**src/design/dj_pkg.sv**
```systemverilog
package dj_pkg;

	// Value format: signed Q16.16
	localparam int VW = 32;
	localparam int PW = 2 * VW;

	typedef logic signed [VW-1:0] val_t;
	typedef logic signed [PW-1:0] prod_t;

	typedef struct packed {
		logic [2:0] mode;
		val_t       value_a;
		val_t       value_b;
		val_t       value_c;
		val_t       value_d;
		val_t       value_e;
		val_t       value_f;
	} dj_in_t;

	typedef struct packed {
		logic [1:0] result_kind;
		val_t       out_a;
		val_t       out_b;
		val_t       out_c;
		val_t       out_d;
		val_t       out_e;
		val_t       out_f;
	} dj_out_t;

	// Item modes
	localparam logic [2:0] MODE_THROTTLE  = 3'd0;
	localparam logic [2:0] MODE_VELOCITY  = 3'd1;
	localparam logic [2:0] MODE_POSITION  = 3'd2;
	localparam logic [2:0] MODE_FEEDBACK  = 3'd3;
	localparam logic [2:0] MODE_RAW_PITCH = 3'd4;
	localparam logic [2:0] MODE_RAW_ROLL  = 3'd5;

	// Configuration register indexes
	localparam logic [1:0] REG_M0_MIN = 2'd0;
	localparam logic [1:0] REG_M0_MAX = 2'd1;
	localparam logic [1:0] REG_M1_MIN = 2'd2;
	localparam logic [1:0] REG_M1_MAX = 2'd3;

	localparam val_t ONE_Q16 = val_t'(65536);
	localparam val_t INV_DIV = val_t'(80);

	typedef enum logic [3:0] {
		OP_NONE,
		OP_MIX,
		OP_MUL,
		OP_DIV_CLAMP,
		OP_WB_CLAMP,
		OP_DIV_INV,
		OP_WB_INV,
		OP_OFS,
		OP_FB,
		OP_RAW,
		OP_CAL,
		OP_OUT
	} dj_op_t;

	typedef struct packed {
		dj_op_t     op;
		logic       load;
		logic [1:0] step;
		logic [2:0] idx;
	} dj_cmd_t;

	typedef struct packed {
		logic [2:0] mode;
		logic       hit;
		logic       div_done;
		logic       out_busy;
	} dj_stat_t;

	// Saturate a 40-bit intermediate to the value range
	function automatic val_t sat40(input logic signed [39:0] v);
		logic signed [39:0] hi;
		logic signed [39:0] lo;
		hi = (40'sd1 <<< (VW - 1)) - 40'sd1;
		lo = -hi - 40'sd1;
		if (v > hi) begin
			return val_t'(hi);
		end
		if (v < lo) begin
			return val_t'(lo);
		end
		return val_t'(v);
	endfunction

	// Forward mix: 40*(p+r) or 40*(p-r), saturated
	function automatic val_t mix40(input val_t p, input val_t r, input logic sub);
		logic signed [39:0] s;
		logic signed [39:0] m;
		s = sub ? (40'(p) - 40'(r)) : (40'(p) + 40'(r));
		m = (s <<< 5) + (s <<< 3);
		return sat40(m);
	endfunction

endpackage

```
**src/design/dj_ctrl.sv**
```systemverilog
module dj_ctrl import dj_pkg::*; (
	input  logic     clk,
	input  logic     arst_n,
	input  logic     in_valid,
	output logic     in_stall,
	input  dj_stat_t stat,
	output dj_cmd_t  cmd
);

	typedef enum logic [3:0] {
		S_IDLE,
		S_DISP,
		S_MIX,
		S_CHK,
		S_MUL,
		S_DSTART,
		S_DWAIT,
		S_WB,
		S_OFS,
		S_FB,
		S_ISTART,
		S_IWB,
		S_RAW,
		S_CAL,
		S_OUT
	} state_t;

	state_t     state_q;
	logic [1:0] step_q;
	logic [2:0] idx_q;

	assign in_stall = (state_q != S_IDLE);

	// Command decode
	always_comb begin
		cmd.load = in_valid && (state_q == S_IDLE);
		cmd.step = step_q;
		cmd.idx  = idx_q;
		case (state_q)
			S_MIX:    cmd.op = OP_MIX;
			S_MUL:    cmd.op = OP_MUL;
			S_DSTART: cmd.op = OP_DIV_CLAMP;
			S_WB:     cmd.op = OP_WB_CLAMP;
			S_OFS:    cmd.op = OP_OFS;
			S_FB:     cmd.op = OP_FB;
			S_ISTART: cmd.op = OP_DIV_INV;
			S_IWB:    cmd.op = OP_WB_INV;
			S_RAW:    cmd.op = OP_RAW;
			S_CAL:    cmd.op = OP_CAL;
			S_OUT:    cmd.op = stat.out_busy ? OP_NONE : OP_OUT;
			default:  cmd.op = OP_NONE;
		endcase
	end

	// Sequencer
	always_ff @(posedge clk or negedge arst_n) begin
		if (!arst_n) begin
			state_q <= S_IDLE;
			step_q  <= '0;
			idx_q   <= '0;
		end else begin
			case (state_q)
				S_IDLE: begin
					if (in_valid) begin
						state_q <= S_DISP;
					end
				end
				S_DISP: begin
					step_q <= '0;
					idx_q  <= '0;
					case (stat.mode)
						MODE_THROTTLE, MODE_VELOCITY, MODE_POSITION: state_q <= S_MIX;
						MODE_FEEDBACK: state_q <= S_FB;
						MODE_RAW_PITCH, MODE_RAW_ROLL: state_q <= S_RAW;
						default: state_q <= S_IDLE;
					endcase
				end
				S_MIX: state_q <= (stat.mode == MODE_POSITION) ? S_OFS : S_CHK;
				S_CHK: begin
					if (stat.hit) begin
						state_q <= S_MUL;
					end else if (step_q == 2'd3) begin
						state_q <= S_OUT;
					end else begin
						step_q <= step_q + 2'd1;
					end
				end
				S_MUL:    state_q <= S_DSTART;
				S_DSTART: state_q <= S_DWAIT;
				S_DWAIT: begin
					if (stat.div_done) begin
						state_q <= S_WB;
					end
				end
				S_WB: begin
					if (step_q == 2'd3) begin
						state_q <= S_OUT;
					end else begin
						step_q  <= step_q + 2'd1;
						state_q <= S_CHK;
					end
				end
				S_OFS:    state_q <= S_OUT;
				S_FB:     state_q <= S_ISTART;
				S_ISTART: state_q <= S_IWB;
				S_IWB: begin
					if (idx_q == 3'd5) begin
						state_q <= S_OUT;
					end else begin
						idx_q   <= idx_q + 3'd1;
						state_q <= S_ISTART;
					end
				end
				S_RAW: state_q <= S_CAL;
				S_CAL: state_q <= S_IDLE;
				S_OUT: begin
					if (!stat.out_busy) begin
						state_q <= S_IDLE;
					end
				end
				default: state_q <= S_IDLE;
			endcase
		end
	end

endmodule

```
**config.mk**
```make
export PLATFORM = sky130hd
export DESIGN_NAME = dj_ctrl
export DESIGN_NICKNAME = d
export VERILOG_FILES = /design/src/design/dj_pkg.sv /design/src/design/dj_ctrl.sv
export SDC_FILE = /design/constraint.sdc
export NUM_CORES = 1
export LEC_CHECK = 0
export BUFFER_PORTS_ARGS = -buffer_cell sky130_fd_sc_hd__buf_2
export CAP_MARGIN = 5
export CORE_AREA = 2 2 50 52
export CTS_BUF_LIST = sky130_fd_sc_hd__clkbuf_4
export DETAILED_ROUTE_END_ITERATION = 6
export DIE_AREA = 0 0 52 54
export SLEW_MARGIN = 25
export SYNTH_ARGS = -nofsm -noshare
export SYNTH_HDL_FRONTEND = slang
export SYNTH_SLANG_ARGS = --single-unit
```
**constraint.sdc**
```tcl
create_clock -name clk -period 1.9 [get_ports clk]
set_input_delay 0.285 -clock clk [delete_from_list [all_inputs] [get_ports clk]]
set_output_delay 0.285 -clock clk [all_outputs]
set_load 0.01 [all_outputs]
```
==> results of run 1 <==
==> stage by stage <==
stage          total power [mW]  cell area, um^2  utilization  setup slack [ps]
4_1_cts                   1.768             1074       0.4628             11.46
2_1_floorplan             1.237            879.6            -             323.5
3_3_place_gp              1.599             1033       0.4455             190.0
3_5_place_dp              1.600             1033       0.4455             210.0
6_report                  1.788             1086       0.4682             100.5
5_1_grt                   1.947             1086       0.4682             24.65
==> cell type report <==
class / count / area share
inverter: 7 / 0.02419
sequential: 9 / 0.2120
timing repair buffer: 29 / 0.1590
clock buffer: 3 / 0.02074
multi-input combinational: 84 / 0.5449
clock inverter: 1 / 0.004608
tap: 30 / 0.03456
==> power breakdown <==
group	switching (mW)	total [mW]	internal [mW]
Sequential	0.140	0.421	0.281
Clock	0.0758	0.154	0.0779
Combinational	0.655	1.21	0.559
==> state kept, by name (all words and copies together), names as in the netlist <==
| register | count |
|---|---|
| state_q | 4 |
| idx_q | 3 |
| step_q | 2 |
==> what timing repair did <==
| item | CTS | global route |
|---|---|---|
| endpoints found under the setup margin | 1 | 4 |
| setup buffers | 0 | 1 |
| gates resized for setup | 1 | 4 |
| endpoints found under the hold margin | 9 | 0 |
| hold buffers | 1 | 0 |
==> cells in the mapped netlist, types with 2 or more instances <==
cell,n,area (um^2)
nand2b_1,4,25.02
a211oi_1,3,22.52
nor3_1,4,20.02
inv_2,2,7.510
nand2_1,7,26.28
buf_1,2,7.510
nand3_1,2,10.01
mux2i_1,3,30.03
inv_1,4,15.01
dfrtp_1,9,225.2
nor2b_1,4,25.02
o21ai_1,3,15.01
o22ai_1,4,25.02
buf_2,4,20.02
o21ai_0,3,15.01
nand4_1,2,12.51
a21oi_1,7,35.03
ha_1,3,37.54
nor2_1,8,30.03
==> layer usage <==
metal,GRT usage,up-vias,part of all wire
li1,-,460,-
met4,0.07895,0,0.018
met5,0,-,0
met1,0.2284,454,0.45
met3,0.05278,6,0.041
met2,0.3228,25,0.49
==> worst max-delay path: cells and delay by family, from the launching register on <==
family                 cells  cell delay, ps
DFF                        1             450
AOI/OAI and AO/OA          3             280
and+or+nand+nor            1             370
buffers and inverters      1             150
==> kinds of logic (layout without fill, tap and decap cells) <==
kind of cell / count (synthesis) / count (layout) / synth area share
flip-flops: 9 / 9 / 0.2561
multiplexers: 4 / 4 / 0.04694
AO/OA/AOI/OAI: 34 / 34 / 0.2887
buffers and inverters: 14 / 40 / 0.07397
AND/OR/NAND/NOR: 42 / 42 / 0.2788
adder cells (fa/ha/maj): 4 / 4 / 0.05548
==> path summary, 6_finish.rpt <==
| path | to | slack (ps) | from |
|---|---|---|---|
| worst max-delay path | cmd[7] | 100 | state_q[0]$_DFFE_PN0P_ |
| worst min-delay path | state_q[3]$_DFFE_PN0P_ | 330 | stat[0] |
| worst max register to register | state_q[2]$_DFFE_PN0P_ | 290 | step_q[0]$_DFFE_PN0P_ |
| worst min register to register | idx_q[0]$_DFFE_PN0P_ | 550 | idx_q[0]$_DFFE_PN0P_ |
| max in group asynchronous | state_q[0]$_DFFE_PN0P_ | 1310 | arst_n |
| min in group asynchronous | step_q[1]$_DFFE_PN0P_ | 380 | arst_n |
==> cells in the final DEF, fill, tap and decap left out, types with 2 or more instances in the layout <==
master / n
inv_1: 4
dfrtp_1: 5
a211oi_1: 3
nand4_1: 2
nor2b_1: 3
buf_2: 19
nand2_1: 7
inv_2: 2
nand3_1: 2
nand2b_1: 4
o21ai_0: 3
clkbuf_4: 3
ha_1: 3
nor3_1: 4
o21ai_1: 3
o22ai_1: 4
mux2i_1: 3
buf_4: 9
a21oi_1: 7
nor2_1: 8
dfrtp_2: 4
==> flow_metrics.env, run 1 <==
export IMPL_drtPass1Iterations=4
export IMPL_grt_max_degree=12
export IMPL_ys_flop_type="dfrtp_1"
export IMPL_setup_tns_ps=0
export IMPL_hold_viol_final=0
export IMPL_worstHoldPathCells=3
export IMPL_hpwl_um=1869
export IMPL_async_reset_ff_frac=1.000
export IMPL_cts_sinks=9
export IMPL_vias_per_cell=5.798
export IMPL_drtAntennaViolNets=0
export IMPL_io_buffers=19
export IMPL_multi_input_area_um2=591.8
export IMPL_irDropWorstVdd_mv=0.7113
export IMPL_clockBufferDepth=2
export IMPL_yosys_warnings=0
export IMPL_syn_inst=107
export IMPL_num_nets_final=146
export IMPL_antenna_found_initial=0
export IMPL_start_util=0.3792
export IMPL_ff_latch_area_um2=230.2
export IMPL_critPathMaxFanout=7
export IMPL_place_inst=157
export IMPL_finalNonFillerCells=163
export IMPL_cts_root_buffer="clkbuf_4"
export IMPL_io_pins=20
export IMPL_place_congestion=0.9108
export IMPL_drv_slew=0
export IMPL_dieArea_um2=2808
export IMPL_min_path_type="input port to flip-flop"
export IMPL_synth_nets=119
export IMPL_crit_chain="or3b_1 -> o21ai_1 -> a21oi_1 -> o22ai_1 -> buf_2"
export IMPL_clkLatencyLatePin_ps=270
export IMPL_clk_pin_slew_worst_paths_ps=60
export IMPL_grt_overflow=0
export IMPL_coreArea_um2=2320
export IMPL_period_share=0.9471
export IMPL_powerDensity_nw_per_um2=1647
export IMPL_syn_cell_area_um2=879.6
export IMPL_finClkSkew_ps=6.580
export IMPL_whs_ps=326.6
export IMPL_grt_usage=0.1911
export IMPL_max_freq_mhz=555.7
export IMPL_grt_pass1_wl_um=3946
export IMPL_synthToLayoutAreaGrowth_pct=23.47
export IMPL_worstRegToRegCells=4
export IMPL_num_rows=18
export IMPL_drive_gt1_frac=0.3534
export IMPL_worstSetupPathType="flip-flop to primary output"
export IMPL_cap_violations=0
export IMPL_synth_ff_latch_count=9
export IMPL_routed_wl_um=2371
export IMPL_rsz0062_at_grt="no"
export IMPL_numCtsBuffers=3
export IMPL_cts_tree="built"
export IMPL_wl_per_cell_um=14.55
export IMPL_vias=945
export IMPL_setup_viol=0
export IMPL_yosysSeqAreaShare=0.2560
export IMPL_drc=0
export IMPL_n_antenna_cell=0
export IMPL_grt_pass1_vias=899
export IMPL_critPathSlowestCell="dfrtp_2"
export IMPL_worstMarginPinSlew_ps=409.2
export IMPL_drtIter0Drc=8
export IMPL_chipHeight_um=54
export IMPL_ctsHtreeMaxLevel=1
export IMPL_slew_headroom=0.7266
export IMPL_status="finished clean"
export IMPL_avgSynthCellArea_um2=8.221
export IMPL_critPathMaxStageDelay_ps=450
export IMPL_fillers=239
export IMPL_synth_distinct_cells=48
export IMPL_p_leak_nw=0.4805
export IMPL_period_minus_slack_ps=1799
export IMPL_end_kind="primary output"
export IMPL_arrival_ps=1510
export IMPL_synth_edf_count=0
export IMPL_dieWidth_um=52
export IMPL_cp_required_ps=1620
export IMPL_start_kind="flip-flop"
Note: power is estimated with default switching activity, not from simulation.
==> inputs of run 2 (changes only) <==
--- a/config.mk
+++ b/config.mk
@@ -7,10 +7,10 @@
 export LEC_CHECK = 0
 export BUFFER_PORTS_ARGS = -buffer_cell sky130_fd_sc_hd__buf_2
 export CAP_MARGIN = 5
-export CORE_AREA = 2 2 50 52
+export CORE_AREA = 2 2 53 50
 export CTS_BUF_LIST = sky130_fd_sc_hd__clkbuf_4
 export DETAILED_ROUTE_END_ITERATION = 6
-export DIE_AREA = 0 0 52 54
+export DIE_AREA = 0 0 55 52
 export SLEW_MARGIN = 25
 export SYNTH_ARGS = -nofsm -noshare
 export SYNTH_HDL_FRONTEND = slang
==> run 2 against run 1 <==
- via count rose by 1.8%
- wire length up 6.1%
- hold slack is essentially flat
- combinational power about the same
- sequential power up 3%
- critical path type unchanged
- sequential share of layout area decreased by 0.24 points
==> flow_metrics.env, run 2 (synthesized netlist as in run 1, its figures left out) <==
export IMPL_r2r_start="state_q[0]$_DFFE_PN0P_"
export IMPL_num_nets_final=147
export IMPL_status="finished clean"
export IMPL_cp_endpoint="cmd[7]"
export IMPL_io_pins=20
export IMPL_num_rows=17
export IMPL_hold_viol_final=0
export IMPL_internal_power_mw=0.9424
export IMPL_critPathMaxStageDelay_ps=490
export IMPL_routed_wl_um=2515
export IMPL_cts_sinks=9
export IMPL_max_freq_mhz=537.1
export IMPL_grt_pass1_vias=880
export IMPL_worstRegToRegCells=5
export IMPL_crit_chain="or3b_1 -> o21ai_1 -> a21oi_1 -> o22ai_1 -> buf_2"
export IMPL_p_leak_nw=0.4870
export IMPL_dieArea_um2=2860
export IMPL_top_regs="state_q (4), idx_q (3), step_q (2)"
export IMPL_cts_root_buffer="clkbuf_4"
export IMPL_coreArea_um2=2340
export IMPL_ctsHtreeMaxLevel=1
export IMPL_irDropWorstVdd_mv=0.7187
export IMPL_arrival_ps=1580
export IMPL_layout_commonest_cell="buf_2"
export IMPL_wl_per_cell_um=15.52
export IMPL_design_area_um2=1092
export IMPL_slew_headroom=0.7441
export IMPL_drv_slew=0
export IMPL_p_comb_frac=0.673
export IMPL_drtPass1Iterations=4
export IMPL_fillers=245
export IMPL_antenna_found_initial=0
export IMPL_clkLatencyLatePin_ps=270
export IMPL_timing_final_ws_setup_ps=38.26
export IMPL_numCtsBuffers=3
export IMPL_worstHoldPathCells=3
export IMPL_finalCoreUtilization=0.4668
export IMPL_period_share=0.9799
export IMPL_grt_usage=0.1994
export IMPL_startpoint="state_q[2]$_DFFE_PN0P_"
export IMPL_largest_reg_flops=4
export IMPL_drtIter0Drc=12
export IMPL_clk_pin_slew_worst_paths_ps=70
export IMPL_place_congestion=0.8233
export IMPL_place_inst=155
export IMPL_start_kind="flip-flop"
export IMPL_cap_violations=0
export IMPL_post_place_ws_ps=215.3
export IMPL_grt_max_degree=14
export IMPL_min_path_type="input port to flip-flop"
export IMPL_grt_pass1_wl_um=4146
export IMPL_drive_gt1_frac=0.3507
export IMPL_start_util=0.3759
export IMPL_grt_overflow=0
export IMPL_period_minus_slack_ps=1862
export IMPL_powerDensity_nw_per_um2=1691
export IMPL_p_seq_frac=0.234
export IMPL_dieWidth_um=55
export IMPL_p_clk_frac=0.093
export IMPL_finalPower_mw=1.847
export IMPL_critPathMaxFanout=11
export IMPL_drc=0
export IMPL_cts_tree="built"
export IMPL_setup_tns_ps=0
export IMPL_rsz0062_at_grt="yes"
export IMPL_synthToLayoutAreaGrowth_pct=24.18
export IMPL_finClkSkew_ps=10.27
export IMPL_setup_viol=0
export IMPL_worstMarginPinSlew_ps=383.0
export IMPL_n_antenna_cell=0
export IMPL_chipHeight_um=52
export IMPL_drtAntennaViolNets=0
export IMPL_power_switching_mw=0.9047
export IMPL_final_cell_mix="19 x buf_2, 10 x buf_4, 8 x nor2_1"
export IMPL_r2r_end="state_q[3]$_DFFE_PN0P_"
export IMPL_io_buffers=19
export IMPL_finalNonFillerCells=162
export IMPL_hpwl_um=1891
export IMPL_worstSetupPathType="flip-flop to primary output"
export IMPL_regMostFlops="state_q"
export IMPL_end_kind="primary output"
export IMPL_clockBufferDepth=2
export IMPL_vias=962
export IMPL_whs_ps=326.2
export IMPL_cp_required_ps=1620
export IMPL_timing_reg2reg_setup_slack_ps=250
export IMPL_dpl_cell_area_um2=1031
export IMPL_critPathSlowestCell="dfrtp_2"
export IMPL_vias_per_cell=5.938
export IMPL_sw_frac_of_total=0.4898
[run 2: cell types whose count changed in the layout (fill, tap and decap cells not counted), sizes merged]
cell    previous run  this run
clkinv             2         1
clkbuf             3         4
buf               28        29
[run 2: worst max-delay path, delay by kind of cell, from the launching register on]
| kind | cells | cell delay (ps) |
|---|---|---|
| buffers and inverters | 1 | 160 |
| and+or+nand+nor | 1 | 370 |
| DFF | 1 | 490 |
| AOI/OAI and AO/OA | 3 | 280 |
[run 2: power by group through the flow]
| stage | Clock, mW | Sequential [mW] | Combinational (mW) |
|---|---|---|---|
| CTS | 0.173 | 0.436 | 1.19 |
| detailed placement | 0 | 0.433 | 1.17 |
| floorplan | 0 | 0.352 | 0.885 |
| global placement | 0 | 0.426 | 1.17 |
| finish | 0.172 | 0.432 | 1.24 |
| global route | 0.187 | 0.446 | 1.37 |
[run 2: how the worst min path moves through the flow]
stage,from,end,slack [ps]
after global placement,arst_n,state_q[0]$_DFFE_PN0P_,160
after floorplan,arst_n,idx_q[0]$_DFFE_PN0P_,-10
after detailed placement,arst_n,idx_q[1]$_DFFE_PN0P_,160
final,stat[0],state_q[3]$_DFFE_PN0P_,330
after CTS,stat[0],state_q[3]$_DFFE_PN0P_,330
after global routing,stat[0],state_q[3]$_DFFE_PN0P_,340
[run 2: layout make-up]
type / instances / area, um^2 / area share
Clock buffer: 4 / 30.03 / 0.02749
Inverter: 7 / 26.28 / 0.02405
Multi-Input combinational cell: 84 / 591.8 / 0.5418
Sequential cell: 9 / 229.0 / 0.2096
Tap cell: 28 / 35.03 / 0.03207
Timing Repair Buffer: 30 / 180.2 / 0.1649
[run 2: per-layer routing]
layer	track usage	vias to the layer above	wire [um]
met4	0.05285	0	32
li1	-	458	-
met5	0	-	0
met2	0.2937	32	1181
met3	0.05460	5	157
met1	0.2832	467	1143
[run 2: what timing repair did]
item,in CTS,in global routing
hold buffers,1,0
endpoints found under the setup margin,3,3
pin swaps,0,1
buffers inserted,0,2
endpoints found under the hold margin,9,0
resized for setup,3,1
cloned,0,0
==> inputs of run 3 (changes only) <==
--- a/config.mk
+++ b/config.mk
@@ -7,10 +7,11 @@
 export LEC_CHECK = 0
 export BUFFER_PORTS_ARGS = -buffer_cell sky130_fd_sc_hd__buf_2
 export CAP_MARGIN = 5
-export CORE_AREA = 2 2 53 50
+export CORE_AREA = 2 2 46 43
 export CTS_BUF_LIST = sky130_fd_sc_hd__clkbuf_4
 export DETAILED_ROUTE_END_ITERATION = 6
-export DIE_AREA = 0 0 55 52
+export DIE_AREA = 0 0 48 45
+export PLACE_DENSITY = 0.78
 export SLEW_MARGIN = 25
 export SYNTH_ARGS = -nofsm -noshare
 export SYNTH_HDL_FRONTEND = slang
==> run 3 against run 2 <==
- sequential share of layout area shrank 0.79 points
- largest power group unchanged
- register-to-register slack lost 100 ps
- sequential cell count is the same
- global-route usage grew 4.8 points
- setup slack gained 51 ps
- fmax grew 2.8%
- highest routed layer unchanged
- critical path depth grew 1
- cell count grew 1.9%
- combinational power grew 12%
- first-iteration DRC count grew to 4.8 times the previous value
- critical endpoint unchanged
==> flow_metrics.env, run 3 (synthesized netlist as in run 1, its figures left out) <==
export IMPL_synthToLayoutAreaGrowth_pct=29.02
export IMPL_irDropWorstVdd_mv=1.023
export IMPL_wl_per_cell_um=16.12
export IMPL_grt_pass1_vias=911
export IMPL_critPathMaxFanout=9
export IMPL_end_kind="primary output"
export IMPL_cts_root_buffer="clkbuf_4"
export IMPL_worstSetupPathType="flip-flop to primary output"
export IMPL_powerDensity_nw_per_um2=1723
export IMPL_worstRegToRegCells=5
export IMPL_n_antenna_cell=0
export IMPL_grt_met3_usage=0.07200
export IMPL_start_util=0.5286
export IMPL_cp_required_ps=1620
export IMPL_drv_slew=0
export IMPL_startpoint="state_q[0]$_DFFE_PN0P_"
export IMPL_ctsHtreeMaxLevel=1
export IMPL_routed_wl_um=2659
export IMPL_p_leak_nw=0.5201
export IMPL_multi_input_area_um2=591.8
export IMPL_cp_endpoint="cmd[7]"
export IMPL_io_pins=20
export IMPL_critPathMaxStageDelay_ps=460
export IMPL_cpMostUsedCell="buf_4"
export IMPL_critPathSlowestCell="dfrtp_2"
export IMPL_min_path_type="input port to flip-flop"
export IMPL_dieWidth_um=48
export IMPL_worstMarginPinSlew_ps=407.3
export IMPL_grt_usage=0.2470
export IMPL_final_cell_mix="19 x buf_2, 16 x buf_4, 8 x nor2_1"
export IMPL_max_freq_mhz=552.3
export IMPL_hold_viol_final=0
export IMPL_r2r_end="state_q[2]$_DFFE_PN0P_"
export IMPL_drtPass1Iterations=4
export IMPL_ff_latch_area_um2=229.0
export IMPL_top_usage_layer="met2"
export IMPL_gr_usage_met1=0.3557
export IMPL_antenna_found_initial=0
export IMPL_layout_commonest_cell="buf_2"
export IMPL_grt_max_degree=12
export IMPL_numCtsBuffers=3
export IMPL_clk_pin_slew_worst_paths_ps=60
export IMPL_io_buffers=19
export IMPL_drive_gt1_frac=0.3830
export IMPL_hpwl_um=1745
export IMPL_num_nets_final=154
export IMPL_setup_viol=0
export IMPL_coreArea_um2=1664
export IMPL_clockBufferDepth=2
export IMPL_grt_pass1_wl_um=3850
export IMPL_path_delay_family="buffers and inverters"
export IMPL_whs_ps=343.1
export IMPL_cts_sinks=9
export IMPL_cts_tree="built"
export IMPL_timing_reg2reg_setup_slack_ps=150
export IMPL_finClkSkew_ps=2.292
export IMPL_drtAntennaViolNets=0
export IMPL_crit_buf_inv=3
export IMPL_largest_reg_flops=4
export IMPL_num_rows=14
export IMPL_use_met2=0.3573
export IMPL_chipHeight_um=45
export IMPL_finalPower_mw=1.956
export IMPL_r2r_start="state_q[1]$_DFFE_PN0P_"
export IMPL_drc=0
export IMPL_vias=1028
export IMPL_regMostFlops="state_q"
export IMPL_dieArea_um2=2160
export IMPL_setup_tns_ps=0
export IMPL_grt_overflow=0
export IMPL_crit_chain="buf_4 -> buf_4 -> nor3_1 -> a21oi_1 -> o22ai_1 -> buf_2"
export IMPL_path_depth=6
export IMPL_drtIter0Drc=58
export IMPL_vias_per_cell=6.230
export IMPL_fillers=135
export IMPL_top_regs="state_q (4), idx_q (3), step_q (2)"
export IMPL_period_share=0.9529
export IMPL_arrival_ps=1530
export IMPL_cap_violations=0
export IMPL_start_kind="flip-flop"
export IMPL_period_minus_slack_ps=1811
export IMPL_slew_headroom=0.7247
export IMPL_clkLatencyLatePin_ps=270
export IMPL_place_congestion=0.8607
export IMPL_status="finished clean"
==> run 3: cell count changes in the layout (fill, tap and decap cells not counted), sizes merged <==
cell | before | now
clkinv | 1 | 2
buf | 29 | 35
==> run 3: stage by stage <==
step | cells | utilization | instance area [um^2] | setup slack [ps]
2_1_floorplan | 107 | - | 879.6 | 323.5
3_3_place_gp | 153 | 0.6256 | 1041 | 255.7
4_1_cts | 158 | 0.6511 | 1084 | 35.53
3_5_place_dp | 153 | 0.6256 | 1041 | 226.4
5_1_grt | 165 | 0.6820 | 1135 | -19.65
6_report | 165 | 0.6820 | 1135 | 89.43
==> run 3: where the power goes <==
part	switching (mW)	internal, mW
Clock	0.0744	0.0780
Combinational	0.735	0.650
Sequential	0.140	0.278
==> run 3: worst reg2reg max path: stages (launching register included) <==
cell and delay, ps:
dfrtp_1 540, buf_4 240, nand2b_1 110, a2111o_1 430
o2111ai_2 150, o21ai_1 150
==> run 3: worst min path at each step <==
| stage | start | endpoint | slack (ps) | cells past startpoint |
|---|---|---|---|---|
| floorplan | arst_n | idx_q[0]$_DFFE_PN0P_ | -10 | 0 |
| global placement | arst_n | state_q[1]$_DFFE_PN0P_ | 150 | 1 |
| detailed placement | arst_n | state_q[1]$_DFFE_PN0P_ | 150 | 1 |
| CTS | stat[0] | state_q[3]$_DFFE_PN0P_ | 330 | 3 |
| global route | stat[0] | state_q[3]$_DFFE_PN0P_ | 340 | 3 |
| finish | stat[0] | state_q[3]$_DFFE_PN0P_ | 340 | 3 |
==> run 3: layer usage <==
| metal | part of all wire | vias to the layer above |
|---|---|---|
| met5 | 0 | - |
| met4 | 0.029 | 0 |
| met3 | 0.10 | 14 |
| met2 | 0.45 | 71 |
| met1 | 0.42 | 467 |
| li1 | - | 476 |
==> run 3: cell type report <==
cell class              count  share of cell area
flip-flops and latches      9              0.2018
well taps                  24             0.02646
clock inverters             1            0.004410
clock buffers               3             0.01985
inverters                   7             0.02315
repair buffers             37              0.2029
multi-input cells          84              0.5215
==> run 3: repair_timing <==
item	in CTS	in global routing
endpoints found under the hold margin	9	0
buffers inserted	0	7
hold buffers	1	0
pin swaps	0	2
gates cloned	0	0
setup endpoints to repair	2	3
resized for setup	3	1
